**src/rtl/s256_pkg.sv**
```systemverilog
// ----------------------------------------------------------------------------
// SHA-256 byte stream hasher package
// Shared types, command and status structures, and the SHA-256 constant tables.
// ----------------------------------------------------------------------------
package s256_pkg;

    typedef enum logic [2:0] {
        ST_IDLE,
        ST_ROUND,
        ST_ADD,
        ST_PAD_MARK,
        ST_PAD_ZERO,
        ST_PAD_LEN
    } t_state;

    typedef enum logic [1:0] {
        SRC_DATA,
        SRC_MARK,
        SRC_ZERO,
        SRC_LEN
    } t_byte_src;

    typedef struct packed {
        logic      shift_byte;
        t_byte_src src;
        logic [2:0] len_idx;
        logic      count_bits;
        logic      load_work;
        logic      run_round;
        logic [5:0] round_idx;
        logic      add_chain;
        logic      finish;
    } t_cmd;

    typedef struct packed {
        logic out_busy;
    } t_status;

    localparam logic [7:0] PAD_MARK_BYTE = 8'h80;
    localparam logic [5:0] FILL_LAST     = 6'd63;
    localparam logic [5:0] LEN_FILL      = 6'd56;
    localparam logic [5:0] ROUND_LAST    = 6'd63;
    localparam logic [2:0] WORD_LAST     = 3'd7;

    function automatic logic [31:0] init_hash(input logic [2:0] idx);
        logic [31:0] v;
        case (idx)
            3'd0:    v = 32'h6a09e667;
            3'd1:    v = 32'hbb67ae85;
            3'd2:    v = 32'h3c6ef372;
            3'd3:    v = 32'ha54ff53a;
            3'd4:    v = 32'h510e527f;
            3'd5:    v = 32'h9b05688c;
            3'd6:    v = 32'h1f83d9ab;
            default: v = 32'h5be0cd19;
        endcase
        return v;
    endfunction

    function automatic logic [31:0] round_k(input logic [5:0] idx);
        logic [31:0] v;
        case (idx)
            6'd0:  v = 32'h428a2f98;  6'd1:  v = 32'h71374491;
            6'd2:  v = 32'hb5c0fbcf;  6'd3:  v = 32'he9b5dba5;
            6'd4:  v = 32'h3956c25b;  6'd5:  v = 32'h59f111f1;
            6'd6:  v = 32'h923f82a4;  6'd7:  v = 32'hab1c5ed5;
            6'd8:  v = 32'hd807aa98;  6'd9:  v = 32'h12835b01;
            6'd10: v = 32'h243185be;  6'd11: v = 32'h550c7dc3;
            6'd12: v = 32'h72be5d74;  6'd13: v = 32'h80deb1fe;
            6'd14: v = 32'h9bdc06a7;  6'd15: v = 32'hc19bf174;
            6'd16: v = 32'he49b69c1;  6'd17: v = 32'hefbe4786;
            6'd18: v = 32'h0fc19dc6;  6'd19: v = 32'h240ca1cc;
            6'd20: v = 32'h2de92c6f;  6'd21: v = 32'h4a7484aa;
            6'd22: v = 32'h5cb0a9dc;  6'd23: v = 32'h76f988da;
            6'd24: v = 32'h983e5152;  6'd25: v = 32'ha831c66d;
            6'd26: v = 32'hb00327c8;  6'd27: v = 32'hbf597fc7;
            6'd28: v = 32'hc6e00bf3;  6'd29: v = 32'hd5a79147;
            6'd30: v = 32'h06ca6351;  6'd31: v = 32'h14292967;
            6'd32: v = 32'h27b70a85;  6'd33: v = 32'h2e1b2138;
            6'd34: v = 32'h4d2c6dfc;  6'd35: v = 32'h53380d13;
            6'd36: v = 32'h650a7354;  6'd37: v = 32'h766a0abb;
            6'd38: v = 32'h81c2c92e;  6'd39: v = 32'h92722c85;
            6'd40: v = 32'ha2bfe8a1;  6'd41: v = 32'ha81a664b;
            6'd42: v = 32'hc24b8b70;  6'd43: v = 32'hc76c51a3;
            6'd44: v = 32'hd192e819;  6'd45: v = 32'hd6990624;
            6'd46: v = 32'hf40e3585;  6'd47: v = 32'h106aa070;
            6'd48: v = 32'h19a4c116;  6'd49: v = 32'h1e376c08;
            6'd50: v = 32'h2748774c;  6'd51: v = 32'h34b0bcb5;
            6'd52: v = 32'h391c0cb3;  6'd53: v = 32'h4ed8aa4a;
            6'd54: v = 32'h5b9cca4f;  6'd55: v = 32'h682e6ff3;
            6'd56: v = 32'h748f82ee;  6'd57: v = 32'h78a5636f;
            6'd58: v = 32'h84c87814;  6'd59: v = 32'h8cc70208;
            6'd60: v = 32'h90befffa;  6'd61: v = 32'ha4506ceb;
            6'd62: v = 32'hbef9a3f7;
            default: v = 32'hc67178f2;
        endcase
        return v;
    endfunction

endpackage

```
**src/rtl/s256_if.sv**
```systemverilog
// ----------------------------------------------------------------------------
// SHA-256 byte stream hasher channels
// Valid/ready channels for message bytes in and digest words out.
// ----------------------------------------------------------------------------
interface s256_in_if;
    logic       valid;
    logic       ready;
    logic [7:0] data_byte;
    logic       has_byte;
    logic       end_of_message;

    modport source (output valid, output data_byte, output has_byte,
                    output end_of_message, input ready);
    modport sink   (input valid, input data_byte, input has_byte,
                    input end_of_message, output ready);
endinterface

interface s256_out_if;
    logic        valid;
    logic        ready;
    logic [31:0] digest_word;
    logic [2:0]  word_index;
    logic        last_word;

    modport source (output valid, output digest_word, output word_index,
                    output last_word, input ready);
    modport sink   (input valid, input digest_word, input word_index,
                    input last_word, output ready);
endinterface

```
**src/rtl/s256_ctrl.sv**
```systemverilog
// ----------------------------------------------------------------------------
// SHA-256 controller
// Sequences byte intake, padding, the 64 compression rounds and digest hand-off.
// ----------------------------------------------------------------------------
module s256_ctrl
    import s256_pkg::*;
(
    input  logic    i_clk,
    input  logic    i_rst_n,
    s256_in_if.sink i_in,
    input  t_status i_status,
    output t_cmd    o_cmd
);

    t_state     r_state, n_state;
    logic [5:0] r_fill, n_fill;
    logic [5:0] r_round, n_round;
    logic       r_eom_pend, n_eom_pend;
    logic       r_pad_phase, n_pad_phase;
    logic       r_final, n_final;

    always_ff @(posedge i_clk) begin
        if (!i_rst_n) begin
            r_state     <= ST_IDLE;
            r_fill      <= '0;
            r_round     <= '0;
            r_eom_pend  <= 1'b0;
            r_pad_phase <= 1'b0;
            r_final     <= 1'b0;
        end else begin
            r_state     <= n_state;
            r_fill      <= n_fill;
            r_round     <= n_round;
            r_eom_pend  <= n_eom_pend;
            r_pad_phase <= n_pad_phase;
            r_final     <= n_final;
        end
    end

    always_comb begin
        n_state     = r_state;
        n_fill      = r_fill;
        n_round     = r_round;
        n_eom_pend  = r_eom_pend;
        n_pad_phase = r_pad_phase;
        n_final     = r_final;
        o_cmd       = '0;
        o_cmd.round_idx = r_round;
        o_cmd.len_idx   = r_fill[2:0];
        i_in.ready  = 1'b0;
        case (r_state)
            ST_IDLE: begin
                i_in.ready = 1'b1;
                if (i_in.valid) begin
                    if (i_in.has_byte) begin
                        o_cmd.shift_byte = 1'b1;
                        o_cmd.src        = SRC_DATA;
                        o_cmd.count_bits = 1'b1;
                        n_fill           = r_fill + 6'd1;
                        if (r_fill == FILL_LAST) begin
                            o_cmd.load_work = 1'b1;
                            n_eom_pend      = i_in.end_of_message;
                            n_state         = ST_ROUND;
                        end else if (i_in.end_of_message) begin
                            n_state = ST_PAD_MARK;
                        end
                    end else if (i_in.end_of_message) begin
                        n_state = ST_PAD_MARK;
                    end
                end
            end
            ST_PAD_MARK: begin
                o_cmd.shift_byte = 1'b1;
                o_cmd.src        = SRC_MARK;
                n_fill           = r_fill + 6'd1;
                n_pad_phase      = 1'b1;
                n_eom_pend       = 1'b0;
                if (r_fill == FILL_LAST) begin
                    o_cmd.load_work = 1'b1;
                    n_state         = ST_ROUND;
                end else begin
                    n_state = ST_PAD_ZERO;
                end
            end
            ST_PAD_ZERO: begin
                if (r_fill == LEN_FILL) begin
                    n_state = ST_PAD_LEN;
                end else begin
                    o_cmd.shift_byte = 1'b1;
                    o_cmd.src        = SRC_ZERO;
                    n_fill           = r_fill + 6'd1;
                    if (r_fill == FILL_LAST) begin
                        o_cmd.load_work = 1'b1;
                        n_state         = ST_ROUND;
                    end
                end
            end
            ST_PAD_LEN: begin
                o_cmd.shift_byte = 1'b1;
                o_cmd.src        = SRC_LEN;
                n_fill           = r_fill + 6'd1;
                if (r_fill == FILL_LAST) begin
                    o_cmd.load_work = 1'b1;
                    n_final         = 1'b1;
                    n_state         = ST_ROUND;
                end
            end
            ST_ROUND: begin
                o_cmd.run_round = 1'b1;
                n_round         = r_round + 6'd1;
                if (r_round == ROUND_LAST) begin
                    n_state = ST_ADD;
                end
            end
            ST_ADD: begin
                if (r_final) begin
                    // The digest waits here until the previous one has drained.
                    if (!i_status.out_busy) begin
                        o_cmd.finish = 1'b1;
                        n_final      = 1'b0;
                        n_pad_phase  = 1'b0;
                        n_state      = ST_IDLE;
                    end
                end else begin
                    o_cmd.add_chain = 1'b1;
                    if (r_pad_phase) begin
                        n_state = ST_PAD_ZERO;
                    end else if (r_eom_pend) begin
                        n_state = ST_PAD_MARK;
                    end else begin
                        n_state = ST_IDLE;
                    end
                end
            end
            default: begin
                n_state = ST_IDLE;
            end
        endcase
    end

endmodule

```
**src/rtl/s256_dp.sv**
```systemverilog
// ----------------------------------------------------------------------------
// SHA-256 datapath
// Block shift register doubling as the schedule window, round logic, chaining
// values, bit counter and the digest output register.
// ----------------------------------------------------------------------------
module s256_dp
    import s256_pkg::*;
(
    input  logic        i_clk,
    input  logic        i_rst_n,
    input  t_cmd        i_cmd,
    input  logic [7:0]  i_data_byte,
    output t_status     o_status,
    s256_out_if.source  o_out
);

    logic [31:0] r_win   [16];
    logic [31:0] r_work  [8];
    logic [31:0] r_chain [8];
    logic [31:0] r_dig   [8];
    logic [63:0] r_msg_bits;
    logic [2:0]  r_ocnt;
    logic        r_obusy;

    logic [7:0]  byte_in;
    logic [31:0] sched_new;
    logic [31:0] t1;
    logic [31:0] t2;
    logic        out_acc;

    function automatic logic [31:0] rotr(input logic [31:0] x, input int n);
        return (x >> n) | (x << (32 - n));
    endfunction

    always_comb begin
        case (i_cmd.src)
            SRC_DATA: byte_in = i_data_byte;
            SRC_MARK: byte_in = PAD_MARK_BYTE;
            SRC_ZERO: byte_in = '0;
            SRC_LEN:  byte_in = r_msg_bits[{~i_cmd.len_idx, 3'b000} +: 8];
            default:  byte_in = '0;
        endcase
    end

    always_comb begin
        sched_new = r_win[0]
                  + (rotr(r_win[1], 7) ^ rotr(r_win[1], 18) ^ (r_win[1] >> 3))
                  + r_win[9]
                  + (rotr(r_win[14], 17) ^ rotr(r_win[14], 19) ^ (r_win[14] >> 10));
        t1 = r_work[7]
           + (rotr(r_work[4], 6) ^ rotr(r_work[4], 11) ^ rotr(r_work[4], 25))
           + ((r_work[4] & r_work[5]) ^ (~r_work[4] & r_work[6]))
           + round_k(i_cmd.round_idx)
           + r_win[0];
        t2 = (rotr(r_work[0], 2) ^ rotr(r_work[0], 13) ^ rotr(r_work[0], 22))
           + ((r_work[0] & r_work[1]) ^ (r_work[0] & r_work[2]) ^ (r_work[1] & r_work[2]));
    end

    // The window holds the block with its first byte at the top of word 0.
    always_ff @(posedge i_clk) begin
        if (i_cmd.shift_byte) begin
            for (int i = 0; i < 15; i++) begin
                r_win[i] <= {r_win[i][23:0], r_win[i+1][31:24]};
            end
            r_win[15] <= {r_win[15][23:0], byte_in};
        end else if (i_cmd.run_round) begin
            for (int i = 0; i < 15; i++) begin
                r_win[i] <= r_win[i+1];
            end
            r_win[15] <= sched_new;
        end
    end

    always_ff @(posedge i_clk) begin
        if (i_cmd.load_work) begin
            for (int i = 0; i < 8; i++) begin
                r_work[i] <= r_chain[i];
            end
        end else if (i_cmd.run_round) begin
            r_work[0] <= t1 + t2;
            r_work[1] <= r_work[0];
            r_work[2] <= r_work[1];
            r_work[3] <= r_work[2];
            r_work[4] <= r_work[3] + t1;
            r_work[5] <= r_work[4];
            r_work[6] <= r_work[5];
            r_work[7] <= r_work[6];
        end
    end

    always_ff @(posedge i_clk) begin
        if (!i_rst_n) begin
            for (int i = 0; i < 8; i++) begin
                r_chain[i] <= init_hash(3'(i));
            end
            r_msg_bits <= '0;
        end else begin
            if (i_cmd.finish) begin
                for (int i = 0; i < 8; i++) begin
                    r_chain[i] <= init_hash(3'(i));
                end
            end else if (i_cmd.add_chain) begin
                for (int i = 0; i < 8; i++) begin
                    r_chain[i] <= r_chain[i] + r_work[i];
                end
            end
            if (i_cmd.finish) begin
                r_msg_bits <= '0;
            end else if (i_cmd.count_bits) begin
                r_msg_bits <= r_msg_bits + 64'd8;
            end
        end
    end

    assign out_acc = o_out.valid && o_out.ready;

    always_ff @(posedge i_clk) begin
        if (i_cmd.finish) begin
            for (int i = 0; i < 8; i++) begin
                r_dig[i] <= r_chain[i] + r_work[i];
            end
        end else if (out_acc) begin
            for (int i = 0; i < 7; i++) begin
                r_dig[i] <= r_dig[i+1];
            end
        end
    end

    always_ff @(posedge i_clk) begin
        if (!i_rst_n) begin
            r_obusy <= 1'b0;
            r_ocnt  <= '0;
        end else begin
            if (i_cmd.finish) begin
                r_obusy <= 1'b1;
            end else if (out_acc && r_ocnt == WORD_LAST) begin
                r_obusy <= 1'b0;
            end
            if (out_acc) begin
                r_ocnt <= r_ocnt + 3'd1;
            end
        end
    end

    assign o_out.valid       = r_obusy;
    assign o_out.digest_word = r_dig[0];
    assign o_out.word_index  = r_ocnt;
    assign o_out.last_word   = (r_ocnt == WORD_LAST);
    assign o_status.out_busy = r_obusy;

endmodule

```
**src/rtl/sha256_byte_stream_hasher_core.sv**
```systemverilog
// ----------------------------------------------------------------------------
// SHA-256 byte stream hasher core
// A byte not completing a block is taken without a stall; one completing a
// block stalls the input through the 64 rounds and the chaining add. An end
// mark pads byte by byte, input held off, compressing one or two more blocks;
// the first digest word follows their rounds and final add, then one word per
// cycle while ready is high. Synchronous active-low reset restores the
// initial chaining values and clears the length and fill counts.
// ----------------------------------------------------------------------------
module sha256_byte_stream_hasher_core
    import s256_pkg::*;
(
    input  logic       i_clk,
    input  logic       i_rst_n,
    s256_in_if.sink    i_in,
    s256_out_if.source o_out
);

    t_cmd    cmd;
    t_status status;

    s256_ctrl u_ctrl (
        .i_clk    (i_clk),
        .i_rst_n  (i_rst_n),
        .i_in     (i_in),
        .i_status (status),
        .o_cmd    (cmd)
    );

    s256_dp u_dp (
        .i_clk       (i_clk),
        .i_rst_n     (i_rst_n),
        .i_cmd       (cmd),
        .i_data_byte (i_in.data_byte),
        .o_status    (status),
        .o_out       (o_out)
    );

endmodule

```
**src/flat_wrapper.sv**
```systemverilog
// flat-port wrapper written by rule: the top's interface ports become plain ports
module sha256_byte_stream_hasher_core_flat import s256_pkg::*;
  (i_clk, i_rst_n, i_in_valid, i_in_data_byte, i_in_has_byte, i_in_end_of_message, i_in_ready, o_out_valid, o_out_digest_word, o_out_word_index, o_out_last_word, o_out_ready);
  s256_in_if i_in_i ();
  s256_out_if o_out_i ();
  input  logic i_clk;
  input  logic i_rst_n;
  input wire logic [$bits(i_in_i.valid)-1:0] i_in_valid;
  input wire logic [$bits(i_in_i.data_byte)-1:0] i_in_data_byte;
  input wire logic [$bits(i_in_i.has_byte)-1:0] i_in_has_byte;
  input wire logic [$bits(i_in_i.end_of_message)-1:0] i_in_end_of_message;
  output wire logic [$bits(i_in_i.ready)-1:0] i_in_ready;
  output wire logic [$bits(o_out_i.valid)-1:0] o_out_valid;
  output wire logic [$bits(o_out_i.digest_word)-1:0] o_out_digest_word;
  output wire logic [$bits(o_out_i.word_index)-1:0] o_out_word_index;
  output wire logic [$bits(o_out_i.last_word)-1:0] o_out_last_word;
  input wire logic [$bits(o_out_i.ready)-1:0] o_out_ready;
  assign i_in_i.valid = i_in_valid;
  assign i_in_i.data_byte = i_in_data_byte;
  assign i_in_i.has_byte = i_in_has_byte;
  assign i_in_i.end_of_message = i_in_end_of_message;
  assign i_in_ready = i_in_i.ready;
  assign o_out_valid = o_out_i.valid;
  assign o_out_digest_word = o_out_i.digest_word;
  assign o_out_word_index = o_out_i.word_index;
  assign o_out_last_word = o_out_i.last_word;
  assign o_out_i.ready = o_out_ready;
  sha256_byte_stream_hasher_core u_core (.i_clk(i_clk), .i_rst_n(i_rst_n), .i_in(i_in_i), .o_out(o_out_i));
endmodule
```
**config.mk**
```make
export PLATFORM = sky130hd
export DESIGN_NAME = sha256_byte_stream_hasher_core_flat
export DESIGN_NICKNAME = d
export VERILOG_FILES = /design/src/rtl/s256_pkg.sv /design/src/rtl/s256_if.sv /design/src/rtl/s256_ctrl.sv /design/src/rtl/s256_dp.sv /design/src/rtl/sha256_byte_stream_hasher_core.sv /design/src/flat_wrapper.sv
export SDC_FILE = /design/constraint.sdc
export NUM_CORES = 2
export LEC_CHECK = 0
export ABC_AREA = 0
export BUFFER_PORTS_ARGS = -buffer_cell sky130_fd_sc_hd__buf_2
export CAP_MARGIN = 20
export CORE_MARGIN = 2
export CORE_UTILIZATION = 50
export CTS_BUF_LIST = sky130_fd_sc_hd__clkbuf_16
export DETAILED_ROUTE_END_ITERATION = 8
export GPL_TIMING_DRIVEN = 1
export PLACE_DENSITY = 0.78
export SLEW_MARGIN = 5
export SYNTH_ARGS = -nofsm -noshare
export SYNTH_HDL_FRONTEND = slang
export SYNTH_SLANG_ARGS = --single-unit
export TNS_END_PERCENT = 5
```
**constraint.sdc**
```tcl
create_clock -name i_clk -period 15.05 [get_ports i_clk]
set_input_delay 0.7525 -clock i_clk [delete_from_list [all_inputs] [get_ports i_clk]]
set_output_delay 0.7525 -clock i_clk [all_outputs]
set_load 0.02 [all_outputs]
```
==> flow_summary.ini <==
[floorplanning]
start_util_pct = 50.4
core_area_sq_um = 167000
io_pins = 52
row_count = 150
die_area_sq_um = 172000
die_width_um = 415
fp.dieH_um = 415

[synth]
yosysTopAreaCellShare_pct = 44.4
ys_async_sr_fraction_pct = 0
synth_area_leaders = edfxtp_1 44%, nand2_1 11%, ha_1 5.8%
seq_area_frac_synth_pct = 47.9
ys_seq_elements = 1395
syn-cell-area_sq_um = 84400
synthDistinctLibCells = 96
syn_nets = 9344
postSynthAreaPerCell_sq_um = 9.65
postSynthCellCount = 8741
netlist.top_cell.by_area = edfxtp_1
yosysWarnings = 0
synth-edff-count = 1248
ys.flop_type = edfxtp_1

[global_routing]
grt_max_degree = 228
track_usage_pct = 27.6
antenna_found_initial = 6
grt_pass1_vias = 62000
gr-total-overflow = 0
grt_pass1_wl_mm = 369

[worst_setup_path]
crit_slowest_cell = edfxtp_1
r2r_setup_slack_ns = 6.80
worstPathRequired_ns = 15.62
start_kind = flip-flop
end_kind = flip-flop
cp_data_arrival_time_ns = 8.83
worst-path-max-fanout = 6
max_stage_delay_ns = 0.56
path_class = reg2reg
crit_path_frequent_cell = fa_1

[layout]
area_delta_synth_final_pct = 7.87
layout.cells.non_filler = 10900
finalNetCount = 9126
drive_gt1_share_pct = 6.00
postLayoutCellArea_sq_um = 91000
mostFrequentLayoutCell = nand2_1
layout_common_cells = 2,525 x nand2_1, 1,248 x edfxtp_1, 550 x o21ai_0

[clocking]
htree_levels = 4
cts_buffers = 155
post_cts_buffers = 0
worstSkewPairLatency_ns = 0.85
cts_tree = built
hold_buffers = 0
path_clk_slew_ns = 0.07
cts_num_sinks = 1395
cts_root_buf = clkbuf_16
cts_buffer_depth = 3
ctsResizeCount = 0

[route]
via_per_inst = 5.94
dr.pass1.iters = 6
routed_wl_mm = 244
vias = 64500
drtIter0Drc = 8010
avgRoutedWirePerCell_um = 22.4
post-route-drc-count = 0
detail-route-antenna-nets = 0

[timing]
relSlewSlack_pct = 12.3
hold_slack_ns = 0.303
final.period_utilization_pct = 54.8
finalSetupTns_ns = 0
hold_viol_final = 0
clock.fmax_mhz = 121
setup_viol = 0
tightestPinTransition_ns = 1.32
drv_slew = 0
fin_crit_ns = 8.25
rsz0062_at_grt = false
clock_skew_ns = 0.0686

[placement]
dp_hpwl_mm = 174
portBuffers = 51
gp_congestion = 0.964
dpl.cell_count = 10600
dpl_cell_area_sq_um = 86000

[min_path]
hp-class = in2reg

[status]
status = finished clean

[run]
cap_violations = 0
[routing by layer]
layer / up-vias / routed length (um) / global-route usage [%]
met5: - / 19 / 0
met4: 4 / 10700 / 11.5
met3: 522 / 24300 / 5.20
met2: 3268 / 107000 / 41.5
met1: 31000 / 102000 / 39.3
li1: 29700 / - / -
[cell type report]
class | instances | area [sq um]
Inverter | 317 | 1190
Clock buffer | 155 | 3880
Multi-Input combinational cell | 6525 | 40800
Sequential cell | 1395 | 40400
Fill cell | 14400 | 76400
Tap cell | 2204 | 2760
Clock inverter | 126 | 930
Timing Repair Buffer | 129 | 986
Antenna cell | 2 | 5.00
[synthesized netlist by cell type, types with 187 or more instances]
cell      instances
a21oi_1         427
nor2_1          425
inv_1           314
clkbuf_1        421
edfxtp_1       1248
fa_1            195
nand2_1        2531
xnor2_1         407
a21o_1          187
xor2_1          237
ha_1            394
o21ai_0         553
[critical path, delay by kind of cell (launching register included)]
family                     cells  cell delay (ns)
xor gates and xnor gates       3             0.82
AOI/OAI and AO/OA             11             2.94
and+or+nand+nor                3             0.51
buffers and inverters          4             0.26
adders and majority gates      7             2.90
DFF                            1             0.56
[sequential cells by signal, summed over array words and instances, names as in the netlist, 3 cells and up, named ones only]
signal and flops:
u_core.u_dp.r_win 512, u_core.u_dp.r_chain 256, u_core.u_dp.r_dig 256, u_core.u_dp.r_work 256, u_core.u_dp.r_msg_bits 61, u_core.u_ctrl.r_fill 6
u_core.u_ctrl.r_round 6, u_core.u_ctrl.r_state 3, u_core.u_dp.o_out.word_index 3
[through the flow]
stage,util (%),setup WS (ns)
floorplan,-,0.855
global placement,51.4,6.79
detailed placement,51.4,6.82
CTS,54.3,6.80
global route,54.4,6.37
finish,54.4,6.80
[worst paths after layout]
| check | from | to | cells past startpoint |
|---|---|---|---|
| worst max register to register | u_core.u_dp.r_work[1][26] | u_core.u_dp.r_work[0][28] | 28 |
| worst min register to register | u_core.u_dp.r_chain[0][21] | u_core.u_dp.r_chain[0][21] | 2 |
| worst min-delay path | o_out_ready | u_core.u_dp.o_out.valid | 4 |
| worst max-delay path | u_core.u_dp.r_work[1][26] | u_core.u_dp.r_work[0][28] | 28 |
[cell families (layout without fill, tap and decap cells)]
family                     after synthesis  count (layout)  synth area share, %
and+or+nand+nor                       3520            3520                 17.2
AOI/OAI and AO/OA                     1636            1636                 11.8
DFF                                   1395            1395                 47.9
buffers and inverters                  821             727                 3.85
xor gates and xnor gates               646             646                 6.74
adders and majority gates              593             593                 10.5
muxes                                  130             130                 1.95
other                                    0               2                    0
Power is not shown: default switching activity piles up to over one toggle a cycle in this logic, so the estimate is an artifact.
